## src/rtl/mmrs_pkg.sv

```systemverilog
// ----------------------------------------------------------------------------
// mmrs_pkg
// Shared types and constants for the streaming fixed-point matrix multiplier:
// beat payloads, command codes, register indexes and controller handshake.
// ----------------------------------------------------------------------------
package mmrs_pkg;

    // Default largest matrix dimension
    localparam int DEF_MAX_DIM = 16;

    // Field widths fixed by the interface
    localparam int IDX_W    = 4;
    localparam int VAL_W    = 16;
    localparam int PROD_W   = 2 * VAL_W;
    localparam int SUM_W    = 40;
    localparam int DIM_CFG_W = 5;
    localparam int ROWS_W   = 16;
    localparam int CFG_IDX_W  = 2;
    localparam int CFG_DATA_W = 16;

    // Input beat command codes
    localparam logic CMD_LOAD_B = 1'b0;
    localparam logic CMD_A_ELEM = 1'b1;

    // Configuration register indexes
    localparam logic [CFG_IDX_W-1:0] CFG_INNER_K = 2'd0;
    localparam logic [CFG_IDX_W-1:0] CFG_COLS_N  = 2'd1;
    localparam logic [CFG_IDX_W-1:0] CFG_ROWS_M  = 2'd2;

    // Reset values of the configuration registers
    localparam logic [DIM_CFG_W-1:0] RST_INNER_K = 5'd16;
    localparam logic [DIM_CFG_W-1:0] RST_COLS_N  = 5'd16;
    localparam logic [ROWS_W-1:0]    RST_ROWS_M  = 16'd1;

    // Input beat
    typedef struct packed {
        logic                    cmd;
        logic [IDX_W-1:0]        inner_index;
        logic [IDX_W-1:0]        col_index;
        logic signed [VAL_W-1:0] value;
    } t_in_item;

    // Result beat
    typedef struct packed {
        logic [IDX_W-1:0]        out_column;
        logic signed [SUM_W-1:0] dot_sum;
        logic                    row_last;
        logic                    matrix_last;
    } t_out_item;

    // Controller to datapath commands
    typedef struct packed {
        logic load_b;       // write the input beat into the B store
        logic load_a;       // capture the A element and its inner index
        logic issue;        // read one B entry into the MAC pipe
        logic emit;         // move one accumulator to the output register
        logic row_last;     // emitted result closes its row
        logic matrix_last;  // emitted result closes the matrix
    } t_mmrs_cmd;

    // Datapath to controller status
    typedef struct packed {
        logic pipe_busy;    // MAC pipe still holds products in flight
        logic out_free;     // output register can take a result this cycle
    } t_mmrs_stat;

endpackage

```

## src/rtl/mmrs_ctrl.sv

```systemverilog
// ----------------------------------------------------------------------------
// mmrs_ctrl
// Configuration registers, row counter and the sequencer that sweeps the
// columns for each A element and emits a finished row.
// ----------------------------------------------------------------------------
module mmrs_ctrl
    import mmrs_pkg::*;
#(
    parameter int MAX_DIM = DEF_MAX_DIM
) (
    input  logic                       i_clk,
    input  logic                       i_rst_n,
    input  logic                       i_in_valid,
    output logic                       o_in_ready,
    input  t_in_item                   i_in_data,
    input  logic                       i_cfg_valid,
    output logic                       o_cfg_ready,
    input  logic [CFG_IDX_W-1:0]       i_cfg_index,
    input  logic [CFG_DATA_W-1:0]      i_cfg_data,
    input  t_mmrs_stat                 i_stat,
    output t_mmrs_cmd                  o_cmd,
    output logic [$clog2(MAX_DIM)-1:0] o_col
);

    localparam int DIM_W = $clog2(MAX_DIM);
    localparam int CNT_W = $clog2(MAX_DIM + 1);

    typedef enum logic [3:0] {
        ST_IDLE  = 4'b0001,
        ST_MAC   = 4'b0010,
        ST_DRAIN = 4'b0100,
        ST_EMIT  = 4'b1000
    } t_state;

    t_state                r_state, n_state;
    logic [DIM_W-1:0]      r_col, n_col;
    logic                  r_last, n_last;
    logic [ROWS_W-1:0]     r_row, n_row;
    logic [DIM_CFG_W-1:0]  r_inner_k;
    logic [DIM_CFG_W-1:0]  r_cols_n;
    logic [ROWS_W-1:0]     r_rows_m;

    logic [CNT_W-1:0]  k_eff;
    logic [CNT_W-1:0]  n_eff;
    logic [ROWS_W-1:0] m_eff;
    logic              last_row;
    logic              col_end;
    logic              in_acc;
    logic              ki_ok;
    logic              ci_ok;

    // Configuration write channel is always open
    assign o_cfg_ready = 1'b1;

    always_ff @(posedge i_clk) begin
        if (!i_rst_n) begin
            r_inner_k <= RST_INNER_K;
            r_cols_n  <= RST_COLS_N;
            r_rows_m  <= RST_ROWS_M;
        end else if (i_cfg_valid) begin
            unique case (i_cfg_index)
                CFG_INNER_K: r_inner_k <= i_cfg_data[DIM_CFG_W-1:0];
                CFG_COLS_N:  r_cols_n  <= i_cfg_data[DIM_CFG_W-1:0];
                CFG_ROWS_M:  r_rows_m  <= i_cfg_data[ROWS_W-1:0];
                default: ;
            endcase
        end
    end

    // Clamp inner and column sizes to 1..MAX_DIM; zero rows act as one
    always_comb begin
        if (r_inner_k == '0) begin
            k_eff = CNT_W'(1);
        end else if (32'(r_inner_k) > MAX_DIM) begin
            k_eff = CNT_W'(MAX_DIM);
        end else begin
            k_eff = CNT_W'(r_inner_k);
        end
        if (r_cols_n == '0) begin
            n_eff = CNT_W'(1);
        end else if (32'(r_cols_n) > MAX_DIM) begin
            n_eff = CNT_W'(MAX_DIM);
        end else begin
            n_eff = CNT_W'(r_cols_n);
        end
        m_eff = (r_rows_m == '0) ? ROWS_W'(1) : r_rows_m;
    end

    assign in_acc   = i_in_valid && o_in_ready;
    assign ki_ok    = 32'(i_in_data.inner_index) < 32'(k_eff);
    assign ci_ok    = 32'(i_in_data.col_index) < 32'(n_eff);
    assign col_end  = 32'(r_col) == 32'(n_eff) - 1;
    assign last_row = ({1'b0, r_row} + (ROWS_W+1)'(1)) >= {1'b0, m_eff};

    // Sequence: accept, sweep columns, drain, emit when a row closes
    always_comb begin
        n_state = r_state;
        n_col   = r_col;
        n_last  = r_last;
        n_row   = r_row;
        o_cmd   = '0;
        unique case (r_state)
            ST_IDLE: begin
                if (in_acc) begin
                    if (i_in_data.cmd == CMD_A_ELEM) begin
                        if (ki_ok) begin
                            o_cmd.load_a = 1'b1;
                            n_last  = 32'(i_in_data.inner_index) == 32'(k_eff) - 1;
                            n_col   = '0;
                            n_state = ST_MAC;
                        end
                    end else begin
                        o_cmd.load_b = ki_ok && ci_ok;
                    end
                end
            end
            ST_MAC: begin
                o_cmd.issue = 1'b1;
                if (col_end) begin
                    n_col   = '0;
                    n_state = ST_DRAIN;
                end else begin
                    n_col = r_col + DIM_W'(1);
                end
            end
            ST_DRAIN: begin
                if (!i_stat.pipe_busy) begin
                    n_state = r_last ? ST_EMIT : ST_IDLE;
                end
            end
            ST_EMIT: begin
                if (i_stat.out_free) begin
                    o_cmd.emit        = 1'b1;
                    o_cmd.row_last    = col_end;
                    o_cmd.matrix_last = col_end && last_row;
                    if (col_end) begin
                        n_col   = '0;
                        n_row   = last_row ? '0 : r_row + ROWS_W'(1);
                        n_state = ST_IDLE;
                    end else begin
                        n_col = r_col + DIM_W'(1);
                    end
                end
            end
            default: n_state = ST_IDLE;
        endcase
    end

    always_ff @(posedge i_clk) begin
        if (!i_rst_n) begin
            r_state <= ST_IDLE;
            r_col   <= '0;
            r_last  <= 1'b0;
            r_row   <= '0;
        end else begin
            r_state <= n_state;
            r_col   <= n_col;
            r_last  <= n_last;
            r_row   <= n_row;
        end
    end

    assign o_in_ready = (r_state == ST_IDLE);
    assign o_col      = r_col;

endmodule

```

## config.mk

```make
export PLATFORM = sky130hd
export DESIGN_NAME = mmrs_ctrl
export DESIGN_NICKNAME = d
export VERILOG_FILES = /design/src/rtl/mmrs_pkg.sv /design/src/rtl/mmrs_ctrl.sv
export SDC_FILE = /design/constraint.sdc
export NUM_CORES = 1
export LEC_CHECK = 0
export BUFFER_PORTS_ARGS = -buffer_cell sky130_fd_sc_hd__buf_2
export CAP_MARGIN = 20
export CORE_UTILIZATION = 60
export DETAILED_ROUTE_END_ITERATION = 10
export PLACE_DENSITY = 0.85
export RECOVER_POWER = 50
export SETUP_SLACK_MARGIN = 0.02
export SYNTH_ARGS = -nofsm -noshare
export SYNTH_HDL_FRONTEND = slang
export SYNTH_SLANG_ARGS = --single-unit
```

## constraint.sdc

```tcl
create_clock -name i_clk -period 9.63 [get_ports i_clk]
set_input_delay 2.889 -clock i_clk [delete_from_list [all_inputs] [get_ports i_clk]]
set_output_delay 2.889 -clock i_clk [all_outputs]
set_load 0.05 [all_outputs]
```

==> metrics.md <==
| Metric | Value |
|---|---|
| Die Span Y | 78.4 um |
| Vias | 3,211 |
| Critical Path AT | 4.34 ns |
| Setup Skew | 0.0113 ns |
| Area growth syn-to-layout | 8.50% |
| Antenna diodes | 0 |
| Ys flop type | dfxtp_1 |
| Async SR Flop Fraction | 0 |
| Hold-fix buffers at CTS | 0 |
| Post-CTS sizing | 0 |
| Placed insts | 527 |
| Worst Max-Slew Pin Slew | 0.968 ns |
| Pre-antenna DRT Iters | 5 |
| Met1 Usage GRT | 0.343 |
| Final total power | 0.000431 W |
| GRT met2 Usage | 0.460 |
| Worst EP required | 6.74 ns |
| Drt total wl | 7.75 mm |
| Crit. End Element | primary output |
| Syn avg cell area | 8.16 sq um |
| DRC | 0 |
| Share of layout cells above drive strength 1 | 0.143 |
| EDFF count, synth | 0 |
| RSZ-0062 raised after global routing | false |
| Initial Util | 0.628 |
| Clock buffer depth | 2 |
| Finished Layout Cells | 535 |
| Peak supply drop | 0.0986 mV |
| Sinks on Clock Net | 51 |
| Flops & latches, synth | 51 |
| CTS clock-pin slew for the worst setup and hold paths | 0.09 ns |
| Post-Syn Area | 3500 sq um |
| CTS H-tree lvls | 2 |
| Slew Limit Fails | 0 |
| Die Width | 78.4 um |
| Status | finished clean |
| Met3 Resource Use GR | 0.0430 |
| Number of buffers created by CTS | 5 |
| Fin. Hold Viols | 0 |
| YS warnings | 0 |
| Setup tns final | 0 ns |
| WL/cell | 14.5 um |
| Hold Path Class | reg -> reg |
| Worst slew margin | 0.353 |
| Final Wtd Congestion | 0.890 |
| Worst reg2reg setup slack | 5.63 ns |
| Final Instance Area | 3800 sq um |
| First-pass GRT wire length | 13.2 mm |
| Setup crit start kind | input port |
| Initial DRC count | 242 |
| Largest net degree at the start of global routing | 38 |
| All-Layer GR Usage | 0.267 |
| Yosys cell types | 60 |
| Post-CTS setup buffer count | 0 |
| WP buf/inv | 2 |
| Peak Freq | 138 MHz |
| WS Path Type | in -> out |
| Post-route clock period utilization | 0.750 |
| CTS root buf | clkbuf_8 |
| Layer with the highest usage | met2 |
| Critical path, cell by cell | clkbuf_1 > ha_1 > nor2b_1 > o211ai_1 > a31o_2 > and4_1 > buf_2 |
| Core footprint | 5570 sq um |
| Post-route minimum period | 7.23 ns |
| Vias per inst | 6.00 |
| Final core utilization | 0.682 |
| Max_cap viols | 0 |
| CP delay by family, top | simple AND/OR/NAND/NOR gates |
| Nets | 538 |
| Placement-stage cell area | 3720 sq um |
| Post-Synthesis Cells | 429 |
| Critical path's slowest cell | ha_1 |
| Die Area | 6150 sq um |
| Mapped Nets | 505 |
| Slowest Stage Delay on Critical Path | 0.29 ns |
| Register area share after synthesis | 0.292 |
| CTS tree | yes |
| Dpl hpwl | 5.84 mm |
| CP max FO | 3 |
| Global-route congestion overflow total | 0 |
| Vias in the first global route | 3,004 |
| Insertion delay to the later sink of the worst-skew pair | 0.31 ns |
| Pleak | 1.48 nW |
| Endpoints failing setup | 0 |
| Num rows | 27 |
| Cell Pwr Density | 113 nW/um^2 |
| IO buf count | 43 |
| Initial antenna violation count | 0 |
| Final ANT Viol Nets | 0 |
| I/O pin cnt | 61 |
-- power by group --
part	internal [W]	leakage, nW	switching [W]
clock network	0.0000507	0.0402	0.0000758
logic	0.0000293	1.03	0.0000497
registers	0.000217	0.413	0.00000838
total	0.000297	1.48	0.000134
-- kinds of logic (layout without fill, tap and decap cells) --
family,after synthesis,in the layout,share of synthesized area
flip-flops,51,51,0.292
XOR/XNOR,11,11,0.0275
multiplexers,14,14,0.0400
adder cells (fa/ha/maj),27,27,0.0965
buffers and inverters,54,88,0.0647
other,1,1,0.00107
AO/OA/AOI/OAI,76,76,0.184
AND/OR/NAND/NOR,195,195,0.295
-- layer usage --
layer / wire length (um) / up-vias
li1: - / 1591
met1: 3500 / 1509
met2: 3810 / 99
met3: 348 / 12
met4: 94 / 0
met5: 0 / -
-- Yosys cell counts (4+ instances only) --
library cell	number	area (sq um)
nand2_1	73	274
dfxtp_1	51	1020
inv_1	37	139
ha_1	27	338
nor2_1	20	75.1
nand3_1	19	95.1
a21boi_0	17	128
nor2b_1	16	100
nand4_1	15	93.8
mux2i_1	14	140
clkbuf_1	12	45.0
nand2b_1	12	75.1
o221ai_2	9	135
a21oi_1	8	40.0
xnor2_1	8	70.1
o21ai_0	6	30.0
a21o_1	5	37.5
nand4b_1	5	43.8
nor3_1	5	25.0
nor4_1	5	31.3
o221ai_1	5	43.8
or3_1	5	31.3
o21ai_1	4	20.0
-- per-stage QoR --
stage	setup WS [ns]	hold slack (ns)
after CTS	2.40	0.487
after detailed placement	2.40	0.472
after global placement	2.43	0.453
after floorplan	1.32	0.443
final	2.40	0.485
after global routing	2.24	0.510
-- layout by cell type (no fill, tap or decap), drive strengths merged, types with 2 or more instances in the layout --
master / instances
nand3b: 3
nand3: 20
o21a: 3
nor4: 5
a21oi: 8
nor3b: 2
a211o: 2
dfxtp: 51
nor2b: 16
o211ai: 3
nand4: 15
and3: 5
clkinvlp: 2
o221ai: 14
a21o: 5
mux2i: 14
nor3: 5
a2111oi: 2
ha: 27
nor2: 20
xor2: 3
a21boi: 17
inv: 37
nand4b: 5
xnor2: 8
nand2b: 13
or3: 5
and4: 3
clkbuf: 12
o21ai: 10
buf: 36
a31oi: 3
nand2: 73
-- worst min-delay path: stages (launching register included) --
cell and delay (ns):
dfxtp_1 0.33, nand2_1 0.05, a21boi_0 0.06
-- area by class of cell --
cell class / count / area [sq um]
Fill cell: 476 / 1770
Inverter: 37 / 139
Tap cell: 72 / 90.1
Multi-Input combinational cell: 324 / 2250
Timing Repair Buffer: 43 / 206
Clock buffer: 5 / 68.8
Clock inverter: 3 / 20.0
Sequential cell: 51 / 1020
-- state kept, by name, summed over array words and instances, names as in the netlist --
signal and cells:
r_row 16, r_rows_m 16, r_cols_n 5, r_inner_k 5
o_col 4, r_state 4, r_last 1
-- worst paths after layout --
kind	start	endpoint	cells past startpoint
max	i_in_data[21]	o_cmd[4]	7
min reg2reg	r_rows_m[3]	r_rows_m[3]	2
min	r_rows_m[3]	r_rows_m[3]	2
max reg2reg	r_row[0]	r_row[3]	13
Power figures use the tool's default switching activity.
